--- config.mk ---
export PLATFORM = sky130hd
export DESIGN_NAME = mcc_ctrl
export DESIGN_NICKNAME = d
export VERILOG_FILES = /design/src/rtl/core/mcc_pkg.sv /design/src/rtl/core/mcc_ctrl.sv
export SDC_FILE = /design/constraint.sdc
export NUM_CORES = 1
export LEC_CHECK = 0
export ABC_AREA = 1
export BUFFER_PORTS_ARGS = -buffer_cell sky130_fd_sc_hd__buf_2
export CORE_AREA = 5 5 42 44
export CTS_CLUSTER_SIZE = 28
export DETAILED_ROUTE_END_ITERATION = 8
export DIE_AREA = 0 0 47 49
export GPL_ROUTABILITY_DRIVEN = 0
export PLACE_DENSITY = 0.43
export SYNTH_ARGS = -nofsm -noshare
export SYNTH_HDL_FRONTEND = slang
export SYNTH_SLANG_ARGS = --single-unit
--- constraint.sdc ---
create_clock -name clk -period 1.2 [get_ports clk]
set_clock_uncertainty 0.05 [all_clocks]
set_input_delay 0.06 -clock clk [delete_from_list [all_inputs] [get_ports clk]]
set_output_delay 0.06 -clock clk [all_outputs]
set_load 0.005 [all_outputs]
--- src/rtl/core/mcc_pkg.sv ---
// Shared types, constants and helpers for the minimum coin change block.
// No dependencies; every other file of the block depends on this package.
`timescale 1ns / 1ps

package mcc_pkg;

	localparam int AMT_W     = 10;
	localparam int DENOM_W   = 10;
	localparam int CNT_W     = 10;
	localparam int ENTRY_W   = CNT_W + 1;
	localparam int MAX_DENOMS = 6;
	localparam int K_W       = 3;
	localparam int REG_IDX_W = 3;
	localparam int TBL_DEPTH = 2 ** AMT_W;

	localparam logic [CNT_W-1:0] CNT_MAX = {CNT_W{1'b1}};

	typedef enum logic [REG_IDX_W-1:0] {
		REG_DENOM_COUNT = 3'd0,
		REG_DENOM_0     = 3'd1,
		REG_DENOM_1     = 3'd2,
		REG_DENOM_2     = 3'd3,
		REG_DENOM_3     = 3'd4,
		REG_DENOM_4     = 3'd5,
		REG_DENOM_5     = 3'd6
	} cfg_reg_t;

	// Controller to datapath.
	typedef struct packed {
		logic start;     // capture target, seed table entry zero, clear result
		logic issue;     // run one denomination slot of the current amount
		logic load_out;  // copy the finished result into the output register
	} mcc_cmd_t;

	// Datapath to controller.
	typedef struct packed {
		logic tgt_zero;  // captured target is zero
		logic k_last;    // current slot is the last one of this amount
		logic amt_last;  // current amount equals the target
	} mcc_sts_t;

	// Clamp an 11-bit candidate count to the 10-bit field.
	function automatic logic [CNT_W-1:0] sat_count(input logic [CNT_W:0] v);
		sat_count = v[CNT_W] ? CNT_MAX : v[CNT_W-1:0];
	endfunction

endpackage

--- src/rtl/core/mcc_ctrl.sv ---
// Sequencing state machine for the minimum coin change block.
// Depends on mcc_pkg; drives the datapath through mcc_cmd_t.
`timescale 1ns / 1ps

module mcc_ctrl (
	input  logic              clk,
	input  logic              arst_n,
	input  logic              in_valid,
	output logic              in_ready,
	output logic              out_valid,
	input  logic              out_ready,
	input  mcc_pkg::mcc_sts_t sts,
	output mcc_pkg::mcc_cmd_t cmd
);
	import mcc_pkg::*;

	typedef enum logic [2:0] {
		ST_IDLE,
		ST_LOAD,
		ST_RUN,
		ST_DRAIN,
		ST_FIN
	} state_t;

	state_t state_q;
	logic   out_valid_q;

	assign in_ready  = (state_q == ST_IDLE);
	assign out_valid = out_valid_q;

	always_comb begin
		cmd          = '0;
		cmd.start    = (state_q == ST_IDLE) && in_valid;
		cmd.issue    = (state_q == ST_RUN);
		cmd.load_out = (state_q == ST_FIN) && (!out_valid_q || out_ready);
	end

	always_ff @(posedge clk or negedge arst_n) begin
		if (!arst_n) begin
			state_q     <= ST_IDLE;
			out_valid_q <= 1'b0;
		end else begin
			if (cmd.load_out)
				out_valid_q <= 1'b1;
			else if (out_ready)
				out_valid_q <= 1'b0;

			case (state_q)
				ST_IDLE: begin
					if (in_valid)
						state_q <= ST_LOAD;
				end
				ST_LOAD: begin
					state_q <= sts.tgt_zero ? ST_FIN : ST_RUN;
				end
				ST_RUN: begin
					if (sts.k_last && sts.amt_last)
						state_q <= ST_DRAIN;
				end
				ST_DRAIN: begin
					state_q <= ST_FIN;
				end
				ST_FIN: begin
					if (cmd.load_out)
						state_q <= ST_IDLE;
				end
				default: begin
					state_q <= ST_IDLE;
				end
			endcase
		end
	end

endmodule

==> run summary <==
Status: finished, final reports clean
Die height: 49 microns
Seq pwr share: 28.4%
Ant. Diodes: 0
Startpoint Class: flop
Area Growth Syn to Fin: 88.6%
Num CTS Buffers: 3
Mean Syn Cell Area: 7.86 sq um
DP Wirelength: 419 microns
Cell Chain, Critical Path: nor2_4, inv_2, nor2_1, buf_2
Design Power: 1.00 mW
PortBufs: 11
Pint: 0.609 mW
Total Nets Final: 60
Post-synthesis register bit count: 4
Starting density of the core: 15.7%
Critical path class: flop to primary output
Wire per inst: 8.99 microns
Critical path's top delay family: flip-flops
Switching Share: 39.1%
Setup violators final: 0
Cells after DPL: 55
CP max-delay cell: dfrtp_2
CTS Buffer Depth: 2
Max-slew headroom: 88.9%
Std-Cell Rows: 14
RR Startpoint: state_q[0]
Final Max Tran Viols: 0
Fmax: 0.857 GHz
Worst r2r path cells: 6
CP arrival: 1.06 ns
Final setup margin: 0.0336 ns
Vias in the first global route: 257
TritonRoute pass-1 iters: 2
Share of cells above drive strength 1: 60.8%
Number of max-cap violations: 0
Most frequent cells in the layout: buf_2 (11), buf_4 (6), nor2_1 (4)
Fin. Hold Viols: 0
Worst Tran Pin Value: 0.166 ns
First-pass GRT wire length: 972 microns
DRT iter0 DRCs: 1
Core area: 1400 sq um
Vias post-DR: 258
R2R setup slack: 0.10 ns
Reg2reg end: state_q[0]
Vias/cell: 3.85
Clk pwr share: 16.0%
Fin crit share: 97.2%
Post-Syn Area: 220 sq um
WL final: 602 microns
Layout Cells excl Fill: 67
Synth Warn #: 0
Drt drc: 0
Synth Instances: 28
Largest net degree at the start of global routing: 7
Seq/Total Area, Yosys: 45.5%
Die footprint: 2300 sq um
Post-route ant nets: 0
Root buf cell: clkbuf_4
Net switching power: 0.390 mW
H-tree levels: 1
Final Util: 29.6%
# IOs: 12
Clk_lat worst skew: 0.23 ns
Number of buffers and inverters on the critical path: 2
Maximum VDD drop: 0.773 mV
CP Max Fanout: 5
Die Wd: 47 microns
RSZ-0062 raised after global routing: true
CTS tree: done
Clk pin slew, worst setup/hold paths: 0.04 ns
Initial antenna violation count: 0
PwrDens: 2410 nW/um^2
All-Layer GR Usage: 6.01%
CP endpoint kind: primary output
Minimum hold slack: 0.108 ns
Most common cell after layout, fill and taps aside: buf_2
Clock Sinks: 4
Pre-CTS WS: 0.160 ns
Worst Path Required: 1.09 ns
Logic gate share of total power: 55.6%
Syn nets: 35
P_leak: 0.215 nW
Slowest stage delay, CP: 0.43 ns
Synth cell types: 12
Total gr overflow: 0
Final min period: 1.17 ns
HP Class: input port to async pin
-- synth_stat cells --
cell type  number  area [sq um]
nor2_1          5          18.8
dfrtp_1         4           100
inv_1           3          11.3
nand2_1         3          11.3
nand3_1         3          15.0
inv_2           2          7.51
nand3_2         2          20.0
nor2_2          2          12.5
nor3_1          1          5.00
o211ai_1        1          7.51
o21ai_0         1          5.00
o22ai_1         1          6.26
-- sequential cells by signal (all words and copies together) (netlist names) --
register / flops
out_valid: 1
state_q: 3
-- final cells by class --
class                      instances  area [sq um]
clock buffer                       3          22.5
fill                             161           986
inverter                           5          18.8
multi-input combinational         19           121
sequential                         4           103
tap                               16          20.0
timing repair buffer              20           130
-- repair_timing --
item                                    in CTS  in global routing
pin swaps                                    2                  2
endpoints found under the setup margin       4                  4
buffers inserted                             3                  3
hold buffers                                 3                  0
endpoints found under the hold margin        6                  0
gates resized for setup                      5                  2
-- metal layers --
| metal | share of wire [%] | GRT usage (%) |
|---|---|---|
| met3 | 2.5 | 1.11 |
| met2 | 63 | 10.2 |
| met5 | 0 | 0 |
| met1 | 34 | 5.56 |
| met4 | 0 | 5.53 |
-- worst max path at each step --
stage	startpoint	endpoint	slack [ns]	cells past startpoint
detailed placement	state_q[2]	cmd[2]	0.16	4
CTS	state_q[0]	cmd[2]	0.002	4
finish	state_q[0]	in_ready	0.03	4
floorplan	state_q[2]	state_q[0]	0.27	4
global placement	state_q[2]	cmd[2]	0.16	4
global route	state_q[2]	cmd[2]	-0.04	4
-- logic make-up after synthesis --
family | synth area share, %
buffers and inverters | 8.52
and+or+nand+nor | 37.5
AOI/OAI and AO/OA | 8.52
DFF | 45.5
-- per-stage QoR --
step	cell area [sq um]	TNS (ns)
3_3_place_gp	295	0
3_5_place_dp	295	0
5_1_grt	415	-0.0948
2_1_floorplan	220	0
6_report	415	0
4_1_cts	388	0
-- power groups by stage --
stage	Sequential [mW]	Combinational [mW]	Clock (mW)
after CTS	0.282	0.465	0.173
after floorplan	0.260	0.223	0
after detailed placement	0.267	0.345	0
after global placement	0.268	0.345	0
final	0.284	0.556	0.160
after global routing	0.294	0.616	0.175
No activity file was read; power rests on OpenSTA's default activity.
